File: src/design/afc_pkg.sv
`timescale 1ns / 1ps
package afc_pkg;

  localparam int FRAC_BITS    = 16;
  // angle in Q17.30 before reduction, magnitude only
  localparam int ZW           = 63 - FRAC_BITS;
  // reduction by 2*pi: reciprocal estimate, multiply back, one correction
  localparam int MOD_STEPS    = 3;
  localparam int MOD_CW       = (MOD_STEPS > 1) ? $clog2(MOD_STEPS) : 1;
  localparam int ZH_SHIFT     = ZW - 31;
  localparam int REC_FRAC     = 34;
  localparam int REC_SHIFT    = ZH_SHIFT + REC_FRAC;
  localparam int QW           = 29 - FRAC_BITS;
  // cordic working width, Q2.30 with headroom
  localparam int CW           = 36;
  localparam int CORDIC_STEPS = 30;
  // tangent dividend width and its step counter
  localparam int DIVW         = 32 + FRAC_BITS;
  localparam int DIV_CW       = $clog2(DIVW);
  // accumulator of the compose engine
  localparam int AW           = 67 - FRAC_BITS;
  localparam int SATW         = 64;

  typedef logic signed [31:0] q_t;

  localparam q_t Q_ONE = 32'sd1 <<< FRAC_BITS;
  localparam q_t Q_MAX = 32'sh7FFFFFFF;
  localparam q_t Q_MIN = 32'sh80000000;

  localparam logic signed [CW-1:0] Q30_PI      = 36'sd3373259426;
  localparam logic signed [CW-1:0] Q30_HALF_PI = 36'sd1686629713;
  localparam logic signed [CW-1:0] Q30_TWO_PI  = 36'sd6746518852;
  localparam logic signed [CW-1:0] Q30_GAIN    = 36'sd652032874;
  localparam logic [ZW-1:0]        TWO_PI_MAG  = ZW'(64'd6746518852);
  // floor(2^REC_SHIFT / 2*pi in Q2.30), never above the true reciprocal
  localparam logic [31:0]          TWO_PI_REC  =
    32'((64'd1 << REC_SHIFT) / 64'd6746518852);

  localparam logic signed [SATW-1:0] SAT_HI = 64'sh000000007FFFFFFF;
  localparam logic signed [SATW-1:0] SAT_LO = 64'shFFFFFFFF80000000;

  typedef enum logic [2:0] {
    OP_TRANSLATE = 3'd0,
    OP_SCALE     = 3'd1,
    OP_ROTATE    = 3'd2,
    OP_SKEW_X    = 3'd3,
    OP_SKEW_Y    = 3'd4,
    OP_MATRIX    = 3'd5
  } op_kind_t;

  typedef enum logic [2:0] {
    FR_IDLE, FR_MOD, FR_FOLD, FR_CORDIC, FR_TRIG, FR_DIV, FR_TAN, FR_PUSH
  } front_state_t;

  typedef enum logic [2:0] {
    BK_IDLE, BK_MUL, BK_ACC, BK_COPY, BK_ADD, BK_EMIT
  } back_state_t;

  // one operation matrix handed from front to back
  typedef struct packed {
    q_t [5:0] m;
    q_t       ox;
    q_t       oy;
    logic     last;
  } op_word_t;

  function automatic q_t sat32(input logic signed [SATW-1:0] v);
    if (v > SAT_HI) begin
      return Q_MAX;
    end else if (v < SAT_LO) begin
      return Q_MIN;
    end
    return v[31:0];
  endfunction

  function automatic logic signed [CW-1:0] atan_q30(input logic [4:0] i);
    logic signed [CW-1:0] one;
    one = 36'sd1;
    case (i)
      5'd0:    return 36'sd843314857;
      5'd1:    return 36'sd497837829;
      5'd2:    return 36'sd263043837;
      5'd3:    return 36'sd133525159;
      5'd4:    return 36'sd67021687;
      5'd5:    return 36'sd33543516;
      5'd6:    return 36'sd16775851;
      5'd7:    return 36'sd8388437;
      5'd8:    return 36'sd4194283;
      5'd9:    return 36'sd2097149;
      5'd10:   return 36'sd1048576;
      5'd11:   return 36'sd524288;
      default: return one <<< (5'd30 - i);
    endcase
  endfunction

endpackage

File: src/design/afc_fifo.sv
`timescale 1ns / 1ps
module afc_fifo
  import afc_pkg::*;
(
  input  logic     clk,
  input  logic     rst,
  input  logic     wr_valid,
  output logic     wr_ready,
  input  op_word_t wr_word,
  output logic     rd_valid,
  input  logic     rd_ready,
  output op_word_t rd_word
);

  op_word_t   slot [2];
  logic       wr_ptr, rd_ptr;
  logic [1:0] count;
  logic       push, pop;

  always_comb begin
    wr_ready = (count != 2'd2);
    rd_valid = (count != 2'd0);
    rd_word  = slot[rd_ptr];
    push     = wr_valid && wr_ready;
    pop      = rd_valid && rd_ready;
  end

  always_ff @(posedge clk) begin
    if (rst) begin
      wr_ptr <= 1'b0;
      rd_ptr <= 1'b0;
      count  <= 2'd0;
    end else begin
      if (push) wr_ptr <= ~wr_ptr;
      if (pop)  rd_ptr <= ~rd_ptr;
      if (push && !pop) begin
        count <= count + 2'd1;
      end else if (pop && !push) begin
        count <= count - 2'd1;
      end
    end
  end

  always_ff @(posedge clk) begin
    if (push) slot[wr_ptr] <= wr_word;
  end

endmodule

File: config.mk
export PLATFORM = sky130hd
export DESIGN_NAME = afc_fifo
export DESIGN_NICKNAME = d
export VERILOG_FILES = /design/src/design/afc_pkg.sv /design/src/design/afc_fifo.sv
export SDC_FILE = /design/constraint.sdc
export NUM_CORES = 1
export LEC_CHECK = 0
export ABC_AREA = 1
export BUFFER_PORTS_ARGS = -buffer_cell sky130_fd_sc_hd__buf_2
export CORE_AREA = 2 2 201 203
export CTS_CLUSTER_DIAMETER = 120
export DETAILED_ROUTE_END_ITERATION = 8
export DIE_AREA = 0 0 203 205
export HOLD_SLACK_MARGIN = 0.15
export PLACE_DENSITY = 0.77
export RECOVER_POWER = 25
export SLEW_MARGIN = 10
export SYNTH_ARGS = -nofsm -noshare
export SYNTH_HDL_FRONTEND = slang
export SYNTH_SLANG_ARGS = --single-unit
File: constraint.sdc
create_clock -name clk -period 23.3 [get_ports clk]
set_input_delay 3.495 -clock clk [delete_from_list [all_inputs] [get_ports clk]]
set_output_delay 3.495 -clock clk [all_outputs]
set_load 0.1 [all_outputs]
**After elaboration in Yosys (flattened, before gate mapping)**

Memory sizes are Yosys's and may differ from the RTL's. A register that Yosys moved wholly into a read port is not among the register bits.
Cells that the tools add are included.

- Add/subtract/negate cells: 2
- Equal/unequal tests: 1
- Mux-type cells: 6
- Bitwise operators: 2
- Reductions and logical operators: 8

Operators by type and width:

| kind | count |
|---|---|
| $logic_and A1 B1 Y1 | 4 |
| $mux W1 | 4 |
| $mux W2 | 2 |
| $reduce_bool A2 Y1 | 2 |
| $add A2 B1 Y2 const B | 1 |
| $logic_not A1 Y1 | 2 |
| $ne A2 B2 Y1 const B | 1 |
| $not A1 Y1 | 2 |
| $sub A2 B1 Y2 const B | 1 |

- Register bits after elaboration: 4
- Memory bits (writable): 514
- Input port bits: 261
- Output and inout port bits: 259
- Logic and storage cells: 23
- Memories kept: 1

Memories:

| name | depth | bits a word | read ports | clocked after Yosys merged registers in | write ports | line | text |
|---|---|---|---|---|---|---|---|
| slot | 2 | 257 | 1 | 1 | 1 | afc_fifo.sv:15 | `op_word_t slot [2];` |

**Longest topological paths before layout**

- Word-level depth: 6
- Mapped depth: 11
- Depth with buffers taken out: 11

**Worst setup path before layout**

Ideal clock, no wire load.

- Path kind: input to register
- From: input port wr_valid
- To: memory slot[0][0] (netlist name), enable pin
- Library setup time: 881 ps
- Arrival: 14302 ps
- Required time: 22419 ps
- Path slack: 8117 ps
- Stages: 2
- Path buffers: 0
- Path through: nand2_1 nor2_1

- Cells in the longest elaborated chain, start to end: 3

RTL lines:

| what | line | text |
|---|---|---|
| start, declared | afc_fifo.sv:7 | `input logic wr_valid,` |
| $logic_and A1 B1 Y1 | afc_fifo.sv:24 | `push = wr_valid && wr_ready;` |
| $mux W1 | afc_fifo.sv:45 | `if (push) slot[wr_ptr] <= wr_word;` |
| $mux W1 (implied by the code) | afc_fifo.sv:45 |  |
| end, declared | afc_fifo.sv:15 |  |

No other way between the ends.

==> run summary <==
H-tree depth - 2
dpl cells - 1864
TritonCTS clock tree - yes
GR Util All Layers - 19.3%
critical path peak fanout - 55
outcome - complete, no violations
Min-Delay Path Class - reg -> reg
NumNets Final - 1654
root buf cell - clkbuf_16
Syn Area/Cell - 23.7 um^2
Num CTS Buffers - 51
# port buffers - 519
clk_lat worst skew - 580 ps
initial antenna violation count - 6
DIE WIDTH - 203 um
FF-to-FF End - slot[0][214]$_DFFE_PP_
Worst VDD drop - 0.0000926 V
register area share after synthesis - 78.5%
Final Hold Viols - 0
worst-case reg-to-reg path depth - 6
worst r2r src - count[0]$_SDFFE_PP0P_
via/cell ratio - 5.01
fillers - 2798
DRT iter0 DRCs - 526
routability cong. - 0.814
wire length on met2 - 21.5 mm
Detailed Route WL - 41.7 mm
Core Area - 39400 um^2
Power Density - 145 nW/um^2
die height - 205 um
largest cells by area after synthesis - edfxtp_1, mux2_4, mux2_2
CP Capture Type - output port
Critical Path Max Stage Delay - 1000 ps
Met1 Routed Length - 15.1 mm
layout cells sized above 1 - 56.8%
required time of the critical path - 19810 ps
drt first pass iters - 5
Clock Skews - 24.8 ps
die area - 41600 um^2
Layout area overhead - 23.2%
critical path launch point type - register
min Tclk post-route - 7680 ps
first-pass GRT wire length - 59.2 mm
Synth Instances - 837
CP Cell Sequence - buf_4 -> buf_4 -> mux2_4 -> buf_2
Clock Path Buffers - 3
Setup Viol. Count Final - 0
Final Slew Violations - 0
DR vias - 9840
Yosys cell types - 16
Mapped Nets - 1099
post-cts resize count - 0
Max Clock Freq - 130 MHz
hold path depth - 2
Buf/Inv on CP - 3
# Post-CTS Setup Buffers - 0
Max Used Layer - met5
Slowest cell on crit path - dfxtp_4
final period utilization - 33.0%
Synth Register Bits - 519
starting density of the core - 50.3%
Yosys top cell by area - edfxtp_1
YS warnings - 0
CP Depth - 4
leakage - 9.46 nW
Reg clk slew, reported paths - 60 ps
Reg2Reg Setup Slack - 20410 ps
vias in the first global route - 10011
Worst slew margin - 31.1%
CP dominant cell by count - buf_4
cell area after synthesis - 19800 um^2
post-route DRC violation count - 0
min-delay src - rd_ptr$_SDFFE_PP0P_
wire per inst - 21.3 um
hpwl dp - 29.3 mm
CP delay by family, top - buffers and inverters
CTS Sinks - 519
top cell type's share of synthesized area - 78.0%
remaining antenna violation count - 0
max_cap viols - 0
critical path data arrival time - 4190 ps
total global routing overflow - 0
worst-margin pin slew - 1030 ps
setup TNS - 0 ps
CTS hold repair buffers - 0
Worst Setup Path Type - reg -> out
met3 WL - 3.94 mm
Finished Layout Cells - 1963
unrepaired setup endpoints after global routing - no
largest net degree at the start of global routing - 70
FP Rows - 73
IO Count - 520
[registers in the layout, indices dropped and copies added, names as in the netlist, named ones only]
name,count
count,2
rd_ptr,1
slot,514
wr_ptr,1
[report_power, final]
group,switching (mW),internal [mW],total (mW)
Combinational,1.20,0.307,1.51
Sequential,0.0475,1.18,1.23
Clock,0.334,0.469,0.803
[worst max path at each step]
| stage | slack, ps | start | to |
|---|---|---|---|
| 2_1_floorplan | 8120 | wr_valid | slot[0][0]$_DFFE_PP_ |
| 3_3_place_gp | 16200 | register | rd_word[161] |
| 3_5_place_dp | 16210 | register | rd_word[161] |
| 4_1_cts | 15580 | register | rd_word[161] |
| 5_1_grt | 15420 | register | rd_word[214] |
| 6_report | 15620 | register | rd_word[214] |
[worst register-to-register path: stages (launching register included)]
cell and delay (ps):
dfxtp_1 320, inv_1 90, nand2_1 120, nand2_1 170
nor2_4 130, buf_4 700, buf_4 860
[synth_stat cells (all sizes together)]
| library cell | n |
|---|---|
| a21oi | 2 |
| edfxtp | 514 |
| inv | 8 |
| dfxtp | 5 |
| buf | 29 |
| mux2 | 257 |
| nand3 | 2 |
| nand4 | 1 |
| nor2 | 7 |
| nand2 | 9 |
| ha | 1 |
| o21ai | 2 |
[layer usage]
layer	track usage (%)	vias to the layer above
li1	-	4451
met1	22.2	4853
met2	33.5	449
met3	6.87	83
met4	6.65	4
met5	0	-
[stage by stage]
step                power [mW]  hold WS [ps]  setup WS (ps)  instance area [um^2]  utilization (%)
floorplan                 2.63           465           8120                 19800                -
global placement          2.75           479          16200                 22800             57.9
detailed placement        2.76           496          16210                 22800             57.9
CTS                       3.57           510          15580                 24400             62.1
global route              3.64           568          15420                 24400             61.9
finish                    3.54           505          15620                 24400             61.9
[cell families (layout without fill, tap and decap cells)]
| logic type | after synthesis | in the layout | synth area share, % |
|---|---|---|---|
| adder cells (fa/ha/maj) | 1 | 1 | 0.0632 |
| AND/OR/NAND/NOR | 19 | 19 | 0.386 |
| flip-flops | 519 | 519 | 78.5 |
| buffers and inverters | 37 | 634 | 1.99 |
| multiplexers | 257 | 257 | 19.0 |
| AO/OA/AOI/OAI | 4 | 4 | 0.101 |
| other | 0 | 4 | 0 |
[cells in the final DEF (no fill, tap or decap), drive strengths merged]
cell / n
o21ai: 2
edfxtp: 514
nor2: 7
dfxtp: 5
ha: 1
clkbuf: 111
mux2: 257
clkinv: 24
clkinvlp: 1
diode: 4
nand2: 9
a21oi: 2
nand4: 1
bufinv: 6
inv: 13
nand3: 2
buf: 479
[area by class of cell]
class                           instances  area, um^2  area share (%)
Inverter                                8        30.0           0.123
Tap cell                              525         657            2.69
Clock inverter                         36         339            1.39
Timing Repair Buffer                  531        2620            10.8
Multi-Input combinational cell        281        3880            15.9
Sequential cell                       519       15500            63.7
Clock buffer                           59        1310            5.36
Antenna cell                            4        10.0          0.0411
Power figures use the tool's default switching activity.
