===== src/design/afc_pkg.sv =====
`timescale 1ns / 1ps
package afc_pkg;

  localparam int FRAC_BITS    = 16;
  // angle in Q17.30 before reduction, magnitude only
  localparam int ZW           = 63 - FRAC_BITS;
  // reduction by 2*pi: reciprocal estimate, multiply back, one correction
  localparam int MOD_STEPS    = 3;
  localparam int MOD_CW       = (MOD_STEPS > 1) ? $clog2(MOD_STEPS) : 1;
  localparam int ZH_SHIFT     = ZW - 31;
  localparam int REC_FRAC     = 34;
  localparam int REC_SHIFT    = ZH_SHIFT + REC_FRAC;
  localparam int QW           = 29 - FRAC_BITS;
  // cordic working width, Q2.30 with headroom
  localparam int CW           = 36;
  localparam int CORDIC_STEPS = 30;
  // tangent dividend width and its step counter
  localparam int DIVW         = 32 + FRAC_BITS;
  localparam int DIV_CW       = $clog2(DIVW);
  // accumulator of the compose engine
  localparam int AW           = 67 - FRAC_BITS;
  localparam int SATW         = 64;

  typedef logic signed [31:0] q_t;

  localparam q_t Q_ONE = 32'sd1 <<< FRAC_BITS;
  localparam q_t Q_MAX = 32'sh7FFFFFFF;
  localparam q_t Q_MIN = 32'sh80000000;

  localparam logic signed [CW-1:0] Q30_PI      = 36'sd3373259426;
  localparam logic signed [CW-1:0] Q30_HALF_PI = 36'sd1686629713;
  localparam logic signed [CW-1:0] Q30_TWO_PI  = 36'sd6746518852;
  localparam logic signed [CW-1:0] Q30_GAIN    = 36'sd652032874;
  localparam logic [ZW-1:0]        TWO_PI_MAG  = ZW'(64'd6746518852);
  // floor(2^REC_SHIFT / 2*pi in Q2.30), never above the true reciprocal
  localparam logic [31:0]          TWO_PI_REC  =
    32'((64'd1 << REC_SHIFT) / 64'd6746518852);

  localparam logic signed [SATW-1:0] SAT_HI = 64'sh000000007FFFFFFF;
  localparam logic signed [SATW-1:0] SAT_LO = 64'shFFFFFFFF80000000;

  typedef enum logic [2:0] {
    OP_TRANSLATE = 3'd0,
    OP_SCALE     = 3'd1,
    OP_ROTATE    = 3'd2,
    OP_SKEW_X    = 3'd3,
    OP_SKEW_Y    = 3'd4,
    OP_MATRIX    = 3'd5
  } op_kind_t;

  typedef enum logic [2:0] {
    FR_IDLE, FR_MOD, FR_FOLD, FR_CORDIC, FR_TRIG, FR_DIV, FR_TAN, FR_PUSH
  } front_state_t;

  typedef enum logic [2:0] {
    BK_IDLE, BK_MUL, BK_ACC, BK_COPY, BK_ADD, BK_EMIT
  } back_state_t;

  // one operation matrix handed from front to back
  typedef struct packed {
    q_t [5:0] m;
    q_t       ox;
    q_t       oy;
    logic     last;
  } op_word_t;

  function automatic q_t sat32(input logic signed [SATW-1:0] v);
    if (v > SAT_HI) begin
      return Q_MAX;
    end else if (v < SAT_LO) begin
      return Q_MIN;
    end
    return v[31:0];
  endfunction

  function automatic logic signed [CW-1:0] atan_q30(input logic [4:0] i);
    logic signed [CW-1:0] one;
    one = 36'sd1;
    case (i)
      5'd0:    return 36'sd843314857;
      5'd1:    return 36'sd497837829;
      5'd2:    return 36'sd263043837;
      5'd3:    return 36'sd133525159;
      5'd4:    return 36'sd67021687;
      5'd5:    return 36'sd33543516;
      5'd6:    return 36'sd16775851;
      5'd7:    return 36'sd8388437;
      5'd8:    return 36'sd4194283;
      5'd9:    return 36'sd2097149;
      5'd10:   return 36'sd1048576;
      5'd11:   return 36'sd524288;
      default: return one <<< (5'd30 - i);
    endcase
  endfunction

endpackage


===== src/design/afc_if.sv =====


interface afc_out_if;
  logic              valid;
  logic              ready;
  logic signed [31:0] out_m11;
  logic signed [31:0] out_m12;
  logic signed [31:0] out_m21;
  logic signed [31:0] out_m22;
  logic signed [31:0] out_dx;
  logic signed [31:0] out_dy;
  modport source (output valid, out_m11, out_m12, out_m21, out_m22, out_dx, out_dy,
                  input ready);
  modport sink (input valid, out_m11, out_m12, out_m21, out_m22, out_dx, out_dy,
                output ready);
endinterface


===== src/design/afc_back.sv =====
`timescale 1ns / 1ps
module afc_back
  import afc_pkg::*;
(
  input  logic      clk,
  input  logic      rst,
  input  logic      word_valid,
  output logic      word_ready,
  input  op_word_t  word,
  afc_out_if.source out_ch
);

  localparam logic [3:0] STEP_COMPOSE_LAST = 4'd11;
  localparam logic [3:0] STEP_WRAP_LAST    = 4'd3;

  back_state_t state, state_next;

  q_t                   r_mat [6];
  q_t                   t_mat [6];
  q_t                   m_mat [6];
  q_t                   ox, oy;
  logic                 last;
  logic                 wrap;
  logic [3:0]           step;
  logic signed [AW-1:0] acc;
  logic signed [64:0]   prod;
  q_t                   wsat [2];
  q_t                   res_dx, res_dy;
  logic                 out_valid;

  logic                 term, col;
  logic [1:0]           row;
  logic signed [32:0]   opa;
  q_t                   opb, bias;
  logic signed [AW-1:0] acc_sum, acc_tot;
  q_t                   ent_sat;
  logic                 entry_done, emit_fire;

  always_comb begin
    term = step[0];
    col  = step[1];
    row  = step[3:2];
    if (!wrap) begin
      opa  = 33'(r_mat[{row, term}]);
      opb  = m_mat[{1'b0, term, col}];
      bias = (row == 2'd2) ? m_mat[{2'b10, col}] : '0;
    end else begin
      opa  = term ? -33'(oy) : -33'(ox);
      opb  = r_mat[{1'b0, term, col}];
      bias = r_mat[{2'b10, col}];
    end
    acc_sum    = acc + AW'(prod >>> FRAC_BITS);
    acc_tot    = acc_sum + AW'(bias);
    ent_sat    = sat32(SATW'(acc_tot));
    entry_done = wrap ? (step == STEP_WRAP_LAST) : (step == STEP_COMPOSE_LAST);
    emit_fire  = !out_valid || out_ch.ready;
  end

  always_comb begin
    state_next = state;
    unique case (state)
      BK_IDLE: if (word_valid) state_next = BK_MUL;
      BK_MUL:  state_next = BK_ACC;
      BK_ACC: begin
        if (!term || !entry_done) begin
          state_next = BK_MUL;
        end else if (wrap) begin
          state_next = BK_ADD;
        end else begin
          state_next = BK_COPY;
        end
      end
      BK_COPY: state_next = last ? BK_MUL : BK_IDLE;
      BK_ADD:  state_next = BK_EMIT;
      BK_EMIT: if (emit_fire) state_next = BK_IDLE;
      default: state_next = BK_IDLE;
    endcase
  end

  always_comb begin
    word_ready   = (state == BK_IDLE);
    out_ch.valid = out_valid;
  end

  always_ff @(posedge clk) begin
    if (rst) begin
      state <= BK_IDLE;
    end else begin
      state <= state_next;
    end
  end

  always_ff @(posedge clk) begin
    if (rst) begin
      out_valid <= 1'b0;
      wrap      <= 1'b0;
      r_mat[0]  <= Q_ONE;
      r_mat[1]  <= '0;
      r_mat[2]  <= '0;
      r_mat[3]  <= Q_ONE;
      r_mat[4]  <= '0;
      r_mat[5]  <= '0;
    end else begin
      if (state == BK_EMIT && emit_fire) begin
        out_valid <= 1'b1;
      end else if (out_valid && out_ch.ready) begin
        out_valid <= 1'b0;
      end
      unique case (state)
        BK_IDLE: begin
          wrap <= 1'b0;
        end
        BK_COPY: begin
          for (int i = 0; i < 6; i++) begin
            r_mat[i] <= t_mat[i];
          end
          wrap <= last;
        end
        BK_EMIT: begin
          if (emit_fire) begin
            wrap      <= 1'b0;
            r_mat[0]  <= Q_ONE;
            r_mat[1]  <= '0;
            r_mat[2]  <= '0;
            r_mat[3]  <= Q_ONE;
            r_mat[4]  <= '0;
            r_mat[5]  <= '0;
          end
        end
        default: ;
      endcase
    end
  end

  always_ff @(posedge clk) begin
    unique case (state)
      BK_IDLE: begin
        for (int i = 0; i < 6; i++) begin
          m_mat[i] <= word.m[i];
        end
        ox   <= word.ox;
        oy   <= word.oy;
        last <= word.last;
        step <= '0;
        acc  <= '0;
      end
      BK_MUL: begin
        prod <= opa * opb;
      end
      BK_ACC: begin
        if (!term) begin
          acc <= acc_sum;
        end else begin
          acc <= '0;
          if (wrap) begin
            wsat[col] <= ent_sat;
          end else begin
            t_mat[step[3:1]] <= ent_sat;
          end
        end
        step <= step + 4'd1;
      end
      BK_COPY: begin
        step <= '0;
        acc  <= '0;
      end
      BK_ADD: begin
        res_dx <= sat32(SATW'(wsat[0]) + SATW'(ox));
        res_dy <= sat32(SATW'(wsat[1]) + SATW'(oy));
      end
      BK_EMIT: begin
        if (emit_fire) begin
          out_ch.out_m11 <= r_mat[0];
          out_ch.out_m12 <= r_mat[1];
          out_ch.out_m21 <= r_mat[2];
          out_ch.out_m22 <= r_mat[3];
          out_ch.out_dx  <= res_dx;
          out_ch.out_dy  <= res_dy;
        end
      end
      default: ;
    endcase
  end

endmodule


===== src/flat_wrapper.sv =====
// flat-port wrapper written by rule: the top's interface ports become plain ports
module afc_back_flat import afc_pkg::*;
  (clk, rst, word_valid, word_ready, word, out_ch_valid, out_ch_out_m11, out_ch_out_m12, out_ch_out_m21, out_ch_out_m22, out_ch_out_dx, out_ch_out_dy, out_ch_ready);
  afc_out_if out_ch_i ();
  input  logic clk;
  input  logic rst;
  input  logic word_valid;
  output logic word_ready;
  input  op_word_t word;
  output wire logic [$bits(out_ch_i.valid)-1:0] out_ch_valid;
  output wire logic [$bits(out_ch_i.out_m11)-1:0] out_ch_out_m11;
  output wire logic [$bits(out_ch_i.out_m12)-1:0] out_ch_out_m12;
  output wire logic [$bits(out_ch_i.out_m21)-1:0] out_ch_out_m21;
  output wire logic [$bits(out_ch_i.out_m22)-1:0] out_ch_out_m22;
  output wire logic [$bits(out_ch_i.out_dx)-1:0] out_ch_out_dx;
  output wire logic [$bits(out_ch_i.out_dy)-1:0] out_ch_out_dy;
  input wire logic [$bits(out_ch_i.ready)-1:0] out_ch_ready;
  assign out_ch_valid = out_ch_i.valid;
  assign out_ch_out_m11 = out_ch_i.out_m11;
  assign out_ch_out_m12 = out_ch_i.out_m12;
  assign out_ch_out_m21 = out_ch_i.out_m21;
  assign out_ch_out_m22 = out_ch_i.out_m22;
  assign out_ch_out_dx = out_ch_i.out_dx;
  assign out_ch_out_dy = out_ch_i.out_dy;
  assign out_ch_i.ready = out_ch_ready;
  afc_back u_core (.clk(clk), .rst(rst), .word_valid(word_valid), .word_ready(word_ready), .word(word), .out_ch(out_ch_i));
endmodule

===== config.mk =====
export PLATFORM = sky130hd
export DESIGN_NAME = afc_back_flat
export DESIGN_NICKNAME = d
export VERILOG_FILES = /design/src/design/afc_pkg.sv /design/src/design/afc_if.sv /design/src/design/afc_back.sv /design/src/flat_wrapper.sv
export SDC_FILE = /design/constraint.sdc
export NUM_CORES = 2
export LEC_CHECK = 0
export BUFFER_PORTS_ARGS = -buffer_cell sky130_fd_sc_hd__clkbuf_2
export CAP_MARGIN = 20
export CORE_MARGIN = 8
export CORE_UTILIZATION = 64
export DETAILED_ROUTE_END_ITERATION = 8
export PLACE_DENSITY = 0.91
export SLEW_MARGIN = 20
export SYNTH_ARGS = -nofsm -noshare
export SYNTH_HDL_FRONTEND = slang
export SYNTH_SLANG_ARGS = --single-unit

===== constraint.sdc =====
create_clock -name clk -period 32.8 [get_ports clk]
set_input_delay 1.64 -clock clk [delete_from_list [all_inputs] [get_ports clk]]
set_output_delay 1.64 -clock clk [all_outputs]
set_load 0.005 [all_outputs]

---- Yosys cells after proc, flatten, opt, wreduce, memory -nomap -nowiden ----
Memories as Yosys holds them, arrays and structs flattened. A register that Yosys moved wholly into a read port is not among the register bits.
Index checks and enable logic that the tools add are counted.
word-level totals
  bits in registers ....................... 318
  memory bits (writable) .................. 640
  output and inout port bits .............. 194
  memories kept ........................... 4
operators by class
  add/sub/neg operators ................... 7
  multiply operators ...................... 1
  magnitude comparators ................... 6
  equal/unequal tests ..................... 10
  mux-type cells .......................... 72
  bitwise logic cells ..................... 12
  reduce and logical (&&, ||, !) cells .... 15
memories
  memory        depth  bits a word  read ports  clocked after memory_dff  wr ports  RTL line        source
  u_core.m_mat  6      32           2           2                         6         afc_back.sv:20  q_t m_mat [6];
  u_core.r_mat  6      32           7           7                         6         afc_back.sv:18  q_t r_mat [6];
  u_core.t_mat  6      32           6           0                         1         afc_back.sv:19  q_t t_mat [6];
  u_core.wsat   2      32           2           0                         1         afc_back.sv:27  q_t wsat [2];
operator list
  operator                                                         count
  two-way mux 32 bit                                               24
  greater-than comparator 64 x 32 -> 1 bit, second input constant  2
  less-than comparator 64 x 32 -> 1 bit, second input constant     2
  case mux 51 bit (2 select lines)                                 1
  adder 32 x 32 -> 33 bit                                          2
  two-way mux 33 bit                                               2
  negator 32 -> 33 bit                                             2
  multiplier 33 x 32 -> 65 bit                                     1
  adder 51 x 32 -> 51 bit                                          1
  adder 51 x 49 -> 51 bit                                          1
  greater-than comparator 51 x 32 -> 1 bit, second input constant  1
  less-than comparator 51 x 32 -> 1 bit, second input constant     1
  two-way mux 51 bit                                               1
  two-way mux 1 bit                                                32
  two-way mux 3 bit                                                9
  case mux 3 bit (6 select lines)                                  1
  bitwise OR 1 bit                                                 12
  case mux 4 bit (2 select lines)                                  1
  == test 3 x 2 -> 1 bit, second input constant                    2
  == test 3 bit, second input constant                             2
  AND reduction 2 bit                                              3
  adder 4 x 1 -> 4 bit, second input constant                      1
  == test 4 x 2 -> 1 bit, second input constant                    1
  == test 4 bit, second input constant                             1
  12 further kinds                                                 17

---- Depth between registers and ports, before layout ----
  depth after elaboration ................. 8
  gate-level depth with buffers ........... 39
  depth with buffers taken out ............ 37

---- Worst setup path after synthesis ----
No wires, ideal clock.
  path type ............................... flip-flop to output port
  start ................................... reg u_core.state[1]
  end ..................................... out word_ready
  arrival time ............................ 18.048 ns
  data required time ...................... 31.160 ns
  path slack .............................. 13.112 ns
  stages on the path, launching flop included .. 3
  path through ............................ dfxtp_1 -> clkbuf_1 -> nor3_1
on the way
  cells in the longest elaborated chain, start to end .. 1
ends and longest elaborated chain
  item                    RTL line           source
  start, declared         afc_back.sv:16     back_state_t state, state_next;
  start signal, assigned  afc_back.sv:89     state <= state_next;
  zero test 3 bit         afc_back.sv:81     word_ready = (state == BK_IDLE);
  end, declared           flat_wrapper.sv:8  output logic word_ready;
Every way passes these cells.

---- Worst setup path in the final report ----
  start ................................... reg u_core.oy[4]
  end ..................................... reg u_core.prod[47] (data pin)
on the way
  cells in the longest elaborated chain, start to end .. 4
ends and longest elaborated chain
  item                          RTL line         source
  start, declared               afc_back.sv:21   q_t ox, oy;
  start signal, assigned        afc_back.sv:142  oy <= word.oy;
  negator 32 -> 33 bit          afc_back.sv:48   opa = term ? -33'(oy) : -33'(ox);
  two-way mux 33 bit            afc_back.sv:48
  two-way mux 33 bit            afc_back.sv:43   if (!wrap) begin
  multiplier 33 x 32 -> 65 bit  afc_back.sv:148  prod <= opa * opb;
  end signal, assigned          afc_back.sv:148
  end, declared                 afc_back.sv:26   logic signed [64:0] prod;
Every way passes these cells.
A chain may end at the register's enable or synchronous reset.

==> reports/metrics.cfg <==
[status]
outcome=finished, violations left
violations=DRC

[timing]
timing.clock.skew_ns=0.105
fin_crit_ns=11.99
setup_viol_count_final=0
timing.setup.tns_ns=0
tightest_slew_margin_relative_to_the_limit_pct=11.9
slew_viol_final=0
grt_setup_unrepaired=no
max_freq_mhz=83.4
hold_violations=0
worstMarginPinSlew_ns=1.32
layout_worst_path_cycle_share_pct=36.6

[clocking]
cts_setup_buffers=0
post_cts.resized_instances=0
clockBufferDepth=3
worst_skew_pair.late_latency_ns=0.82
clock-sinks=1074
postCtsHoldBufs=0
clk_pin_slew_worst_paths_ns=0.07
cts_htree_levels=3
num_cts_buffers=104
cts.root.buffer_cell=clkbuf_16
tritoncts=built

[global_routing]
grt_antenna_before_repair=40
grt_pass1_wl_um=440000
grt.total_usage_pct=41.2
via_count_of_the_first_global_routing_pass=68100
overflow=0
grt_start_max_net_pins=131

[setup_path]
worst_r2r_startpoint=u_core.oy[4]
start_kind=flop
regToRegSetupSlack_ns=20.81
r2r.worst_path.cells=31
max_stage_delay_ns=0.96
critPathMaxFanout=19
worst-setup-path-type=flop to flop
crit_buf_inv=2
worst_r2r_endpoint=u_core.prod[47]
worstPathRequired_ns=33.27
timing.critical_path.arrival_ns=12.47
crit_top_cell=fa_1
path_delay_family=adder cells
cell_with_the_largest_stage_delay_on_the_worst_path=a21o_1
endpoint_kind=flop

[route]
drt.antenna.violating_nets=0
drt_wl_total_um=301000
wl_per_cell_um=30.7
drc=3
dr.first_iter.drc_count=8541
routed-via-count=64700
drt-met1-wl_um=91900
detail_route.vias_per_cell=6.60
drt_first_pass_iters=9
routed-wl-met3_um=47200
routed-wl-met2_um=130000
highest-signal-layer=met5

[cells_and_area]
syn_to_final_growth_pct=9.68
fill_cells=8659
finish.net_count=9639
layout-drive-gt1-share_pct=12.2

[floorplan]
effective_utilization_at_floorplan_pct=64.4
fp.dieW_um=382
floorplan.die.height_um=382
core_region_area_um2=133000
ioPinCount=455
design.die.area_um2=146000
num_rows=134

[flow_run]
cap_viol_max_count=0

[synth]
yosysMostFrequentCell=inv_1
postSynth.topFlopCell=edfxtp_1
yosys.cell_types.count=104
synth_warnings=0
postSynth.asyncResetShare_pct=0
synth_fp_nets=9267
synth.ff_latch_count=1074
count_of_flip_flops_with_a_built_in_enable_after_synthesis=1065
ys_top_cells_by_count=inv_1, fa_1, edfxtp_1
synthCells=7542
synth.top_cell.area_share_pct=37.2
syn_avg_cell_area_um2=11.4
synth_seq_area_share_pct=37.4
synthesis.area_um2=85900
largest_cells_by_area_after_synthesis=edfxtp_1, fa_1, inv_1
synth_area_leader_cell=edfxtp_1

[placement]
place.detailed.hpwl_um=217000
routability_congestion_estimate_from_global_placement=1.07
number_of_port_buffers=454

[min_path]
hold_start=u_core.res_dx[3]
timing.hold.worst.class=flop to flop
hold_depth=0
min_delay_worst_endpoint=u_core.out_ch.out_dx[3]

placed cells by master (no fill, tap or decap), types with 36 or more instances in the layout:
cell type and instances:
edfxtp_1 1065, fa_1 1115, nand4_1 36, a21o_1 130, nand3_1 51, maj3_1 41, nand2_1 651, clkbuf_2 454
xor2_1 102, mux2i_1 103, a21oi_1 303, o21ai_0 145, xnor2_1 155, inv_1 1188, nand2b_1 75, buf_4 131
nor3_1 54, clkbuf_16 104, nor2_1 769, mux4_2 96, ha_1 349, and2_1 263
area by class of cell:
| type | count | area (um2) | share of cell area (%) |
|---|---|---|---|
| inverter | 1191 | 4470 | 4.75 |
| tap | 1768 | 2210 | 2.35 |
| clock inverter | 76 | 1140 | 1.21 |
| antenna | 28 | 70.1 | 0.0744 |
| timing repair buffer | 589 | 3340 | 3.54 |
| clock buffer | 119 | 2660 | 2.82 |
| sequential | 1074 | 32200 | 34.2 |
| multi-input combinational | 4954 | 48100 | 51.1 |
metrics by stage:
step / util, % / cells / hold slack [ns] / worst slack (ns) / area, um2
2_1_floorplan: - / 7542 / 0.400 / 13.11 / 85900
3_3_place_gp: 67.7 / 9573 / 0.401 / 21.43 / 90200
3_5_place_dp: 67.7 / 9574 / 0.405 / 21.12 / 90200
4_1_cts: 70.6 / 9769 / 0.395 / 21.07 / 94000
5_1_grt: 70.6 / 9781 / 0.388 / 20.49 / 94100
6_report: 70.7 / 9799 / 0.407 / 20.81 / 94200
routing by layer:
metal  vias up  track usage, %
li1      25500               -
met1     31400            46.3
met2      5828            61.7
met3      1882            18.3
met4        40            30.7
met5         -            2.45
sequential cells by signal, indices dropped and copies added, names as in the netlist, 3 cells and up, named ones only:
register              cells
u_core.ox                32
u_core.out_ch.out_dx     32
u_core.t_mat            192
u_core.res_dy            32
u_core.out_ch.out_dy     32
out_ch_out_m21           32
u_core.r_mat            192
u_core.wsat              64
u_core.acc               51
u_core.step               4
u_core.m_mat            192
u_core.prod              49
out_ch_out_m12           32
u_core.state              3
u_core.oy                32
out_ch_out_m22           32
out_ch_out_m11           32
u_core.res_dx            32
kinds of logic (layout without fill, tap and decap cells):
group	count (synthesis)	after routing	synth area share [%]
muxes	218	218	3.95
adders and majority gates	1505	1505	31.6
and+or+nand+nor	2074	2074	11.0
DFF	1074	1074	37.4
other	0	28	0
AOI/OAI and AO/OA	899	899	6.63
buffers and inverters	1514	1975	6.83
xor gates and xnor gates	258	258	2.63
worst reg2reg max path: cells and delay by family, from the launching register on:
family                   cells  cell delay, ns
XOR/XNOR                     2            0.22
AO/OA/AOI/OAI                6            2.83
flip-flops                   1            0.55
buffers and inverters        2            0.18
AND/OR/NAND/NOR             12            3.46
adder cells (fa/ha/maj)      9            4.52
how the worst max path moves through the flow:
stage / from / to / slack, ns / cells past startpoint
2_1_floorplan: u_core.state[1] / word_ready / 13.11 / 2
3_3_place_gp: u_core.wrap / u_core.prod[64] / 21.43 / 27
3_5_place_dp: flop / u_core.prod[64] / 21.12 / 28
4_1_cts: flop / u_core.prod[64] / 21.07 / 28
5_1_grt: flop / u_core.prod[64] / 20.49 / 30
6_report: u_core.oy[4] / u_core.prod[47] / 20.81 / 31
Power is left out: the tool's default activity adds up to more than one toggle a clock period on the data nets, which glitch-free logic cannot reach.
