[src/design/afc_pkg.sv]
`timescale 1ns / 1ps
package afc_pkg;

  localparam int FRAC_BITS    = 16;
  // angle in Q17.30 before reduction, magnitude only
  localparam int ZW           = 63 - FRAC_BITS;
  // reduction by 2*pi: reciprocal estimate, multiply back, one correction
  localparam int MOD_STEPS    = 3;
  localparam int MOD_CW       = (MOD_STEPS > 1) ? $clog2(MOD_STEPS) : 1;
  localparam int ZH_SHIFT     = ZW - 31;
  localparam int REC_FRAC     = 34;
  localparam int REC_SHIFT    = ZH_SHIFT + REC_FRAC;
  localparam int QW           = 29 - FRAC_BITS;
  // cordic working width, Q2.30 with headroom
  localparam int CW           = 36;
  localparam int CORDIC_STEPS = 30;
  // tangent dividend width and its step counter
  localparam int DIVW         = 32 + FRAC_BITS;
  localparam int DIV_CW       = $clog2(DIVW);
  // accumulator of the compose engine
  localparam int AW           = 67 - FRAC_BITS;
  localparam int SATW         = 64;

  typedef logic signed [31:0] q_t;

  localparam q_t Q_ONE = 32'sd1 <<< FRAC_BITS;
  localparam q_t Q_MAX = 32'sh7FFFFFFF;
  localparam q_t Q_MIN = 32'sh80000000;

  localparam logic signed [CW-1:0] Q30_PI      = 36'sd3373259426;
  localparam logic signed [CW-1:0] Q30_HALF_PI = 36'sd1686629713;
  localparam logic signed [CW-1:0] Q30_TWO_PI  = 36'sd6746518852;
  localparam logic signed [CW-1:0] Q30_GAIN    = 36'sd652032874;
  localparam logic [ZW-1:0]        TWO_PI_MAG  = ZW'(64'd6746518852);
  // floor(2^REC_SHIFT / 2*pi in Q2.30), never above the true reciprocal
  localparam logic [31:0]          TWO_PI_REC  =
    32'((64'd1 << REC_SHIFT) / 64'd6746518852);

  localparam logic signed [SATW-1:0] SAT_HI = 64'sh000000007FFFFFFF;
  localparam logic signed [SATW-1:0] SAT_LO = 64'shFFFFFFFF80000000;

  typedef enum logic [2:0] {
    OP_TRANSLATE = 3'd0,
    OP_SCALE     = 3'd1,
    OP_ROTATE    = 3'd2,
    OP_SKEW_X    = 3'd3,
    OP_SKEW_Y    = 3'd4,
    OP_MATRIX    = 3'd5
  } op_kind_t;

  typedef enum logic [2:0] {
    FR_IDLE, FR_MOD, FR_FOLD, FR_CORDIC, FR_TRIG, FR_DIV, FR_TAN, FR_PUSH
  } front_state_t;

  typedef enum logic [2:0] {
    BK_IDLE, BK_MUL, BK_ACC, BK_COPY, BK_ADD, BK_EMIT
  } back_state_t;

  // one operation matrix handed from front to back
  typedef struct packed {
    q_t [5:0] m;
    q_t       ox;
    q_t       oy;
    logic     last;
  } op_word_t;

  function automatic q_t sat32(input logic signed [SATW-1:0] v);
    if (v > SAT_HI) begin
      return Q_MAX;
    end else if (v < SAT_LO) begin
      return Q_MIN;
    end
    return v[31:0];
  endfunction

  function automatic logic signed [CW-1:0] atan_q30(input logic [4:0] i);
    logic signed [CW-1:0] one;
    one = 36'sd1;
    case (i)
      5'd0:    return 36'sd843314857;
      5'd1:    return 36'sd497837829;
      5'd2:    return 36'sd263043837;
      5'd3:    return 36'sd133525159;
      5'd4:    return 36'sd67021687;
      5'd5:    return 36'sd33543516;
      5'd6:    return 36'sd16775851;
      5'd7:    return 36'sd8388437;
      5'd8:    return 36'sd4194283;
      5'd9:    return 36'sd2097149;
      5'd10:   return 36'sd1048576;
      5'd11:   return 36'sd524288;
      default: return one <<< (5'd30 - i);
    endcase
  endfunction

endpackage

[src/design/afc_if.sv]
`timescale 1ns / 1ps
interface afc_in_if;
  logic              valid;
  logic              ready;
  logic [2:0]        op_kind;
  logic signed [31:0] param_a;
  logic signed [31:0] param_b;
  logic signed [31:0] param_c;
  logic signed [31:0] param_d;
  logic signed [31:0] param_e;
  logic signed [31:0] param_f;
  logic signed [31:0] pivot_x;
  logic signed [31:0] pivot_y;
  logic              last_op;
  modport source (output valid, op_kind, param_a, param_b, param_c, param_d, param_e,
                  param_f, pivot_x, pivot_y, last_op, input ready);
  modport sink (input valid, op_kind, param_a, param_b, param_c, param_d, param_e,
                param_f, pivot_x, pivot_y, last_op, output ready);
endinterface


[src/design/afc_front.sv]
`timescale 1ns / 1ps
module afc_front
  import afc_pkg::*;
(
  input  logic     clk,
  input  logic     rst,
  afc_in_if.sink   in_ch,
  output logic     word_valid,
  input  logic     word_ready,
  output op_word_t word
);

  localparam logic [4:0]        CORDIC_LAST = 5'(CORDIC_STEPS - 1);
  localparam logic [MOD_CW-1:0] MOD_FIRST   = MOD_CW'(MOD_STEPS - 1);
  localparam logic [MOD_CW-1:0] MOD_MULB    = MOD_CW'(1);
  localparam logic [DIV_CW-1:0] DIV_FIRST   = DIV_CW'(DIVW - 1);

  front_state_t state, state_next;

  logic [2:0]           kind;
  logic                 last;
  q_t                   ox, oy;
  q_t                   m [6];
  logic                 z_neg;
  logic [ZW-1:0]        zmag;
  logic [MOD_CW-1:0]    kcnt;
  logic [QW-1:0]        qe;
  logic signed [CW-1:0] z, x, y;
  logic                 fold_neg;
  logic [4:0]           icnt;
  logic [DIVW-1:0]      qn;
  logic [32:0]          rem;
  logic [31:0]          den;
  logic                 q_neg;
  logic [DIV_CW-1:0]    dcnt;

  logic [31:0]          a_mag;
  logic [62:0]          rec_prod;
  logic signed [CW-1:0] zr, zw, zf;
  logic                 zf_neg;
  logic signed [CW-1:0] cdx, cdy, cang;
  logic signed [CW-1:0] sin_v, cos_v, sin_sh, cos_sh;
  logic [CW-1:0]        sin_mag, cos_mag;
  logic [32:0]          rem_sh;
  q_t                   tan_v;

  always_comb begin
    a_mag    = in_ch.param_a[31] ? 32'(-in_ch.param_a) : 32'(in_ch.param_a);
    // quotient estimate never above the true one and at most one below
    rec_prod = 63'(zmag >> ZH_SHIFT) * 63'(TWO_PI_REC);

    // truncated remainder, then into [-pi, pi], then folded into [-pi/2, pi/2]
    zr = CW'(zmag);
    if (z_neg) begin
      zr = -zr;
    end
    if (zr > Q30_PI) begin
      zw = zr - Q30_TWO_PI;
    end else if (zr < -Q30_PI) begin
      zw = zr + Q30_TWO_PI;
    end else begin
      zw = zr;
    end
    zf_neg = 1'b0;
    if (zw > Q30_HALF_PI) begin
      zf     = zw - Q30_PI;
      zf_neg = 1'b1;
    end else if (zw < -Q30_HALF_PI) begin
      zf     = zw + Q30_PI;
      zf_neg = 1'b1;
    end else begin
      zf = zw;
    end

    cdx  = y >>> icnt;
    cdy  = x >>> icnt;
    cang = atan_q30(icnt);

    sin_v   = fold_neg ? -y : y;
    cos_v   = fold_neg ? -x : x;
    sin_sh  = sin_v >>> (30 - FRAC_BITS);
    cos_sh  = cos_v >>> (30 - FRAC_BITS);
    sin_mag = sin_v[CW-1] ? CW'(-sin_v) : CW'(sin_v);
    cos_mag = cos_v[CW-1] ? CW'(-cos_v) : CW'(cos_v);

    rem_sh = {rem[31:0], qn[DIVW-1]};
    tan_v  = q_neg ? sat32(-$signed(SATW'(qn))) : sat32($signed(SATW'(qn)));
  end

  always_comb begin
    state_next = state;
    unique case (state)
      FR_IDLE: begin
        if (in_ch.valid) begin
          if (in_ch.op_kind == OP_ROTATE || in_ch.op_kind == OP_SKEW_X ||
              in_ch.op_kind == OP_SKEW_Y) begin
            state_next = FR_MOD;
          end else begin
            state_next = FR_PUSH;
          end
        end
      end
      FR_MOD:    if (kcnt == '0) state_next = FR_FOLD;
      FR_FOLD:   state_next = FR_CORDIC;
      FR_CORDIC: if (icnt == CORDIC_LAST) state_next = FR_TRIG;
      FR_TRIG: begin
        if (kind == OP_ROTATE || cos_v == '0) begin
          state_next = FR_PUSH;
        end else begin
          state_next = FR_DIV;
        end
      end
      FR_DIV:    if (dcnt == '0) state_next = FR_TAN;
      FR_TAN:    state_next = FR_PUSH;
      FR_PUSH:   if (word_ready) state_next = FR_IDLE;
      default:   state_next = FR_IDLE;
    endcase
  end

  always_comb begin
    in_ch.ready = (state == FR_IDLE);
    word_valid  = (state == FR_PUSH);
    word.ox     = ox;
    word.oy     = oy;
    word.last   = last;
    for (int i = 0; i < 6; i++) begin
      word.m[i] = m[i];
    end
  end

  always_ff @(posedge clk) begin
    if (rst) begin
      state <= FR_IDLE;
    end else begin
      state <= state_next;
    end
  end

  always_ff @(posedge clk) begin
    unique case (state)
      FR_IDLE: begin
        kind  <= in_ch.op_kind;
        last  <= in_ch.last_op;
        ox    <= in_ch.pivot_x;
        oy    <= in_ch.pivot_y;
        z_neg <= in_ch.param_a[31];
        zmag  <= ZW'(a_mag) << (30 - FRAC_BITS);
        kcnt  <= MOD_FIRST;
        case (in_ch.op_kind)
          OP_TRANSLATE: begin
            m[0] <= Q_ONE;
            m[1] <= '0;
            m[2] <= '0;
            m[3] <= Q_ONE;
            m[4] <= in_ch.param_a;
            m[5] <= in_ch.param_b;
          end
          OP_SCALE: begin
            m[0] <= in_ch.param_a;
            m[1] <= '0;
            m[2] <= '0;
            m[3] <= in_ch.param_b;
            m[4] <= '0;
            m[5] <= '0;
          end
          OP_MATRIX: begin
            m[0] <= in_ch.param_a;
            m[1] <= in_ch.param_b;
            m[2] <= in_ch.param_c;
            m[3] <= in_ch.param_d;
            m[4] <= in_ch.param_e;
            m[5] <= in_ch.param_f;
          end
          default: begin
            m[0] <= Q_ONE;
            m[1] <= '0;
            m[2] <= '0;
            m[3] <= Q_ONE;
            m[4] <= '0;
            m[5] <= '0;
          end
        endcase
      end
      FR_MOD: begin
        // estimate the quotient, take it off, then one conditional subtract
        if (kcnt == MOD_FIRST) begin
          qe <= QW'(rec_prod >> REC_FRAC);
        end else if (kcnt == MOD_MULB) begin
          zmag <= zmag - ZW'(qe) * TWO_PI_MAG;
        end else if (zmag >= TWO_PI_MAG) begin
          zmag <= zmag - TWO_PI_MAG;
        end
        kcnt <= kcnt - 1'b1;
      end
      FR_FOLD: begin
        z        <= zf;
        fold_neg <= zf_neg;
        x        <= Q30_GAIN;
        y        <= '0;
        icnt     <= '0;
      end
      FR_CORDIC: begin
        if (!z[CW-1]) begin
          x <= x - cdx;
          y <= y + cdy;
          z <= z - cang;
        end else begin
          x <= x + cdx;
          y <= y - cdy;
          z <= z + cang;
        end
        icnt <= icnt + 1'b1;
      end
      FR_TRIG: begin
        qn    <= DIVW'(sin_mag) << FRAC_BITS;
        rem   <= '0;
        den   <= cos_mag[31:0];
        q_neg <= sin_v[CW-1] ^ cos_v[CW-1];
        dcnt  <= DIV_FIRST;
        if (kind == OP_ROTATE) begin
          m[0] <= sat32(SATW'(cos_sh));
          m[1] <= sat32(SATW'(sin_sh));
          m[2] <= sat32(-SATW'(sin_sh));
          m[3] <= sat32(SATW'(cos_sh));
        end else if (cos_v == '0) begin
          // vertical tangent saturates by the sign of the sine
          if (kind == OP_SKEW_X) begin
            m[2] <= sin_v[CW-1] ? Q_MIN : Q_MAX;
          end else begin
            m[1] <= sin_v[CW-1] ? Q_MIN : Q_MAX;
          end
        end
      end
      FR_DIV: begin
        if (rem_sh >= {1'b0, den}) begin
          rem <= rem_sh - {1'b0, den};
          qn  <= {qn[DIVW-2:0], 1'b1};
        end else begin
          rem <= rem_sh;
          qn  <= {qn[DIVW-2:0], 1'b0};
        end
        dcnt <= dcnt - 1'b1;
      end
      FR_TAN: begin
        if (kind == OP_SKEW_X) begin
          m[2] <= tan_v;
        end else begin
          m[1] <= tan_v;
        end
      end
      FR_PUSH: ;
      default: ;
    endcase
  end

endmodule

[src/flat_wrapper.sv]
// flat-port wrapper written by rule: the top's interface ports become plain ports
module afc_front_flat import afc_pkg::*;
  (clk, rst, word_valid, word_ready, word, in_ch_valid, in_ch_op_kind, in_ch_param_a, in_ch_param_b, in_ch_param_c, in_ch_param_d, in_ch_param_e, in_ch_param_f, in_ch_pivot_x, in_ch_pivot_y, in_ch_last_op, in_ch_ready);
  afc_in_if in_ch_i ();
  input  logic clk;
  input  logic rst;
  output logic word_valid;
  input  logic word_ready;
  output op_word_t word;
  input wire logic [$bits(in_ch_i.valid)-1:0] in_ch_valid;
  input wire logic [$bits(in_ch_i.op_kind)-1:0] in_ch_op_kind;
  input wire logic [$bits(in_ch_i.param_a)-1:0] in_ch_param_a;
  input wire logic [$bits(in_ch_i.param_b)-1:0] in_ch_param_b;
  input wire logic [$bits(in_ch_i.param_c)-1:0] in_ch_param_c;
  input wire logic [$bits(in_ch_i.param_d)-1:0] in_ch_param_d;
  input wire logic [$bits(in_ch_i.param_e)-1:0] in_ch_param_e;
  input wire logic [$bits(in_ch_i.param_f)-1:0] in_ch_param_f;
  input wire logic [$bits(in_ch_i.pivot_x)-1:0] in_ch_pivot_x;
  input wire logic [$bits(in_ch_i.pivot_y)-1:0] in_ch_pivot_y;
  input wire logic [$bits(in_ch_i.last_op)-1:0] in_ch_last_op;
  output wire logic [$bits(in_ch_i.ready)-1:0] in_ch_ready;
  assign in_ch_i.valid = in_ch_valid;
  assign in_ch_i.op_kind = in_ch_op_kind;
  assign in_ch_i.param_a = in_ch_param_a;
  assign in_ch_i.param_b = in_ch_param_b;
  assign in_ch_i.param_c = in_ch_param_c;
  assign in_ch_i.param_d = in_ch_param_d;
  assign in_ch_i.param_e = in_ch_param_e;
  assign in_ch_i.param_f = in_ch_param_f;
  assign in_ch_i.pivot_x = in_ch_pivot_x;
  assign in_ch_i.pivot_y = in_ch_pivot_y;
  assign in_ch_i.last_op = in_ch_last_op;
  assign in_ch_ready = in_ch_i.ready;
  afc_front u_core (.clk(clk), .rst(rst), .in_ch(in_ch_i), .word_valid(word_valid), .word_ready(word_ready), .word(word));
endmodule
[config.mk]
export PLATFORM = sky130hd
export DESIGN_NAME = afc_front_flat
export DESIGN_NICKNAME = d
export VERILOG_FILES = /design/src/design/afc_pkg.sv /design/src/design/afc_if.sv /design/src/design/afc_front.sv /design/src/flat_wrapper.sv
export SDC_FILE = /design/constraint.sdc
export NUM_CORES = 2
export LEC_CHECK = 0
export BUFFER_PORTS_ARGS = -buffer_cell sky130_fd_sc_hd__buf_2
export CAP_MARGIN = 30
export CORE_MARGIN = 2
export CORE_UTILIZATION = 50
export DETAILED_ROUTE_END_ITERATION = 8
export MAX_ROUTING_LAYER = met4
export PLACE_DENSITY = 0.74
export REMOVE_ABC_BUFFERS = 1
export SYNTH_ARGS = -nofsm -noshare
export SYNTH_HDL_FRONTEND = slang
export SYNTH_SLANG_ARGS = --single-unit
[constraint.sdc]
create_clock -name clk -period 15.73 [get_ports clk]
set_input_delay 2.3595 -clock clk [delete_from_list [all_inputs] [get_ports clk]]
set_output_delay 2.3595 -clock clk [all_outputs]
set_load 0.02 [all_outputs]
# ---- Word level (Yosys, flattened, before mapping)
# Memory sizes are Yosys's and may differ from the RTL's.
# Cells that the tools add are included.
# W data, S select, Z words.
dict set report classes {
  add_sub_neg 25
  n_mul 2
  div_mod_pow 0
  order_cmp 15
  eq_ne 35
  shift 3
  mux 129
  n_bitwise 27
  n_reduce_logical 16
}
# operator count
set op_table {}
lappend op_table {{$mux W32} 52}
lappend op_table {{$pmux W36 S12} 1}
lappend op_table {{$mux W36} 10}
lappend op_table {{$pmux W36 S2} 3}
lappend op_table {{$mux W47} 3}
lappend op_table {{$gt A64 B32 Y1 const B} 2}
lappend op_table {{$lt A64 B32 Y1 const B} 2}
lappend op_table {{$add A36 B36 Y36} 3}
lappend op_table {{$neg A36 Y36} 3}
lappend op_table {{$sub A36 B36 Y36} 3}
lappend op_table {{$neg A32 Y32} 3}
lappend op_table {{$pmux W48 S2} 1}
lappend op_table {{$pmux W47 S2} 1}
lappend op_table {{$sshr A36 B5 Y36} 2}
lappend op_table {{$gt A22 B32 Y1 const B} 2}
lappend op_table {{$lt A22 B32 Y1 const B} 2}
lappend op_table {{$neg A22 Y64} 1}
lappend op_table {{$neg A48 Y64} 1}
lappend op_table {{$pmux W32 S2} 1}
lappend op_table {{$gt A48 B31 Y1 const B} 1}
lappend op_table {{$ge A47 B33 Y1 const B} 1}
lappend op_table {{$sub A47 B33 Y47 const B} 1}
lappend op_table {{$sub A47 B46 Y47} 1}
lappend op_table {{$mul A31 B17 Y46 const B} 1}
lappend op_table {{other kinds (49)} 151}
dict set report word_totals {
  ff_bits 367
  latch_bits 0
  mem_bits_rw 192
  mem_bits_ro 0
  input_bits 264
  output_inout_bits 259
  wordCells 272
  memories 1
}
# name words width rd rd_clocked_by_memory_dff write_ports line
set mem_list {}
lappend mem_list {u_core.m 6 32 6 0 6 afc_front.sv:23} ;# q_t m [6];

# ---- Logic depth before layout (Yosys ltp)
dict set report logic_depth {
  word_depth 14
  mapped_depth 35
  mapped_depth_nobuf 35
}

# ---- Least setup slack after synthesis
# Ideal clock, no wire load.
dict set report synth_path {
  path_kind {register to register}
  startpoint {reg u_core.state[0]}
  endpoint {mem u_core.m[0][123] (netlist bit) (data pin)}
  setup_ps 266
  arrival_ps 13274
  t_required_ps 15464
  path_slack_ps 2190
  path_stages_with_launch 8
  path_buffers 1
  synth_period_minus_slack_ps 13540
  cell_sequence {dfxtp_1 nor3_1 o31ai_1 nor2_1 nor3_1 clkbuf_1 a221oi_1 nor2_1}
}
# item line
set synth_lines {}
lappend synth_lines {{from (decl)} afc_front.sv:18} ;# front_state_t state, state_next;
lappend synth_lines {{from (signal assigned)} afc_front.sv:135} ;# state <= state_next;
lappend synth_lines {{to (decl)} afc_front.sv:23}

# ---- Worst setup path after layout
dict set report layout_path {
  startpoint {reg u_core.qe[1]}
  endpoint {reg u_core.zmag[45] (data pin)}
}
dict set report layout_between {
  elab_chain_len 5
}
# item line
set layout_rtl {}
lappend layout_rtl {{from (decl)} afc_front.sv:27} ;# logic [QW-1:0] qe;
lappend layout_rtl {{from (signal assigned)} afc_front.sv:187} ;# qe <= QW'(rec_prod >> REC_FRAC);
lappend layout_rtl {{$mul A13 B31 Y44} afc_front.sv:189} ;# zmag <= zmag - ZW'(qe) * TWO_PI_MAG;
lappend layout_rtl {{$sub A47 B46 Y47} afc_front.sv:189}
lappend layout_rtl {{$mux W47} afc_front.sv:188} ;# end else if (kcnt == MOD_MULB) begin
lappend layout_rtl {{$mux W47} afc_front.sv:186} ;# if (kcnt == MOD_FIRST) begin
lappend layout_rtl {{$pmux W47 S2} afc_front.sv:140} ;# unique case (state)
lappend layout_rtl {{to (signal assigned)} afc_front.sv:147} ;# zmag <= ZW'(a_mag) << (30 - FRAC_BITS);
lappend layout_rtl {{to (signal assigned)} afc_front.sv:189}
lappend layout_rtl {{to (signal assigned)} afc_front.sv:191} ;# zmag <= zmag - TWO_PI_MAG;
lappend layout_rtl {{to (decl)} afc_front.sv:25} ;# logic [ZW-1:0] zmag;
# No other way between the ends. The select of a mux whose other input is x is not followed.
# A chain may end at the register's enable or synchronous reset.

==> flow_summary.ini <==
[worst_setup_path]
crit_required_ns = 16.22
slowest_stage = o41ai_1
path_delay_family = adder cells
crit_start = u_core.qe[1]$_DFFE_PP_
crit_path_frequent_cell = fa_1
regToRegStartpoint = u_core.qe[1]$_DFFE_PP_
crit_path_end_kind = flip-flop
critical_path_arrival_ns = 9.10
maximum_fanout_along_the_worst_path = 8
cp.buffers_inverters = 4
slowest_delay_ns = 0.73
critPathKind = reg -> reg
critical_path.startpoint_type = flip-flop

[die]
die_area_um2 = 129100
die_width_um = 359.3
placementRows = 130
floorplan.initialDensity = 0.5034
boundaryPins = 523
design.core.area_um2 = 125400
dieHeight_um = 359.3

[sta]
fin_crit_sh = 0.5471
final-hold-violation-count = 0
final.setup.worst_slack_ns = 7.123
achievable-frequency_mhz = 116.2
grt_setup_unrepaired = no
finalMaxSlewViolations = 0
skew_ns = 0.03262
period_needed_ns = 8.607
transition_at_the_pin_with_the_smallest_max_transition_slack_ns = 1.047
setup_violations = 0
max_slew_margin = 0.2928

[clocking]
cts_tree = built
clock_tree.htree_level_count = 3
cts.repair.resized = 0
clock-root-buffer = clkbuf_16
cts_stage_hold_buffer_count = 0
clock_sinks = 557
cts.clk_slew.worst_paths_ns = 0.06
cts_made_buffers = 73
cts_buffer_depth = 3
worst_skew_pair.late_latency_ns = 0.70
postCtsSetupRepairBufs = 0

[routing]
post_drt_wl_per_cell_um = 26.03
dr_iter_0_viols = 6904
post-route-drc-count = 0
wirelength_um = 234800
drtPass1Iterations = 8
routed-via-count = 56550
route.antenna.remaining_nets = 0
avgViaCountPerCell = 6.268

[synthesis]
fraction_of_registers_with_async_set_reset = 0
synth.top_cell.area_share = 0.2635
ys.flop_type = edfxtp_1
synth-seq-area-share = 0.2645
synth_cells = 6926
synth-warning-count = 0
synth.avg_cell_area_um2 = 9.114
number_of_synthesized_flops_with_an_enable_pin = 554
synth_largest_area_cell = edfxtp_1
synth.top_cells.by_area = edfxtp_1 26%, ha_1 12%, fa_1 10%, xnor2_1 4.8%, a21oi_1 3.8%
yosys_cell_types = 116
ff_latch_count_synth = 557
synthesis.area_um2 = 63130

[cells_and_area]
layout_common_cells = 599 x inv_1, 588 x ha_1, 586 x nand2_1
layout_filler_cell_count = 11310
stdcell_area_um2 = 69930
commonest_non_fill_non_tap_cell_in_the_layout = inv_1
layout-drive-gt1-share = 0.1294
layout.nets = 8472
share_of_the_core_filled_with_cells_in_the_final_layout = 0.5576
syn2layout_area_growth_pct = 10.78

[run_status]
run_status = complete, no violations

[global_route]
grt_pass1_vias = 53670
overflow = 0
maximum_number_of_pins_on_one_net_before_global_route_repair = 81
grtUsageMet1 = 0.4880
grt_pass1_wl_um = 347300
met3_resource_use_gr = 0.06825
antenna_found_initial = 33
global_route.usage.total = 0.3648
global_route.peak_usage_layer = met2
met2_track_demand_over_resource_in_global_routing = 0.5596

[hold_path]
hold_path.class = reg -> reg
hold_path_startpoint = u_core.qn[35]$_DFFE_PP_

[placed_design]
port_buffers = 522
dpl.hpwl_um = 186200
routabilityCongestion = 1.073
pre_cts_ws_ns = 7.113
placed_area_um2 = 67400

[flow_run]
maxCapViolCount = 0
==> stage by stage <==
step	hold WS, ns	cells	TNS (ns)
CTS	0.5585	9004	0
floorplan	0.5101	6606	-233.27
finish	0.5558	9021	0
detailed placement	0.5446	8871	0
global route	0.6020	9017	0
global placement	0.5407	8860	0
==> final cells by class <==
type,count,area (um^2),area share
antenna,16,40.04,0.0005726
clock buffer,85,1893,0.02707
clock inverter,48,570.5,0.008159
inverter,607,2280,0.03260
multi-input combinational,5442,42990,0.6148
sequential,557,16700,0.2388
tap,1650,2064,0.02952
timing repair buffer,616,3392,0.04851
==> flip-flops by register name, summed over array words and instances, names as in the netlist, 36 cells and up <==
signal and cells:
u_core.x 36, u_core.zmag 45, u_core.m 192, u_core.qn 48, u_core.y 36, u_core.z 36
==> kinds of logic (layout without fill, tap and decap cells) <==
kind of cell | Yosys count | in the layout | synth area share
other | 0 | 16 | 0
muxes | 158 | 158 | 0.03919
buffers and inverters | 927 | 1356 | 0.05671
xor gates and xnor gates | 607 | 607 | 0.08475
DFF | 557 | 557 | 0.2645
adders and majority gates | 911 | 911 | 0.2189
and+or+nand+nor | 2025 | 2025 | 0.1544
AOI/OAI and AO/OA | 1741 | 1741 | 0.1816
==> per-layer routing <==
metal / share of wire / wire (um)
met1: 0.42 / 99790
met2: 0.45 / 105800
met3: 0.090 / 21240
met4: 0.034 / 8045
met5: 0 / 0
==> path summary, 6_finish.rpt <==
| path | depth (start not counted) | end | slack, ns |
|---|---|---|---|
| setup / recovery | 29 | u_core.zmag[45]$_DFFE_PP_ | 7.12 |
| hold / removal | 2 | u_core.qn[36]$_DFFE_PP_ | 0.56 |
| hold reg to reg | 2 | u_core.qn[36]$_DFFE_PP_ | 0.56 |
| setup reg to reg | 29 | u_core.zmag[45]$_DFFE_PP_ | 7.12 |
==> synthesized netlist by cell type, types with 27 or more instances <==
cell type,n
a31oi_1,101
or2_2,39
o211ai_1,31
clkbuf_1,245
a221oi_1,57
fa_1,322
nor4_1,32
o22ai_1,48
nor3_1,137
nand2_1,590
and2_1,81
o21bai_1,36
or3_1,68
buf_1,41
o31ai_1,53
a22oi_1,56
nor2b_1,50
and3_1,78
nand2b_1,72
mux4_2,70
inv_1,601
a21oi_1,482
a211oi_1,82
nor2_1,572
a22o_1,33
nand4_1,36
or4_1,27
a21o_1,107
nand3_1,132
mux2i_1,75
xor2_1,255
xnor2_1,349
o21a_1,53
edfxtp_1,554
ha_1,589
o21ai_0,334
==> worst reg2reg max path: cells and delay by family, from the launching register on <==
| kind | cells | cell delay (ns) |
|---|---|---|
| AOI/OAI and AO/OA | 11 | 3.02 |
| xor gates and xnor gates | 2 | 0.23 |
| adders and majority gates | 7 | 3.14 |
| buffers and inverters | 4 | 0.35 |
| DFF | 1 | 0.60 |
| and+or+nand+nor | 5 | 1.08 |
Power is left out: the tool's default activity adds up to more than one toggle a clock period on the data nets, which glitch-free logic cannot reach.
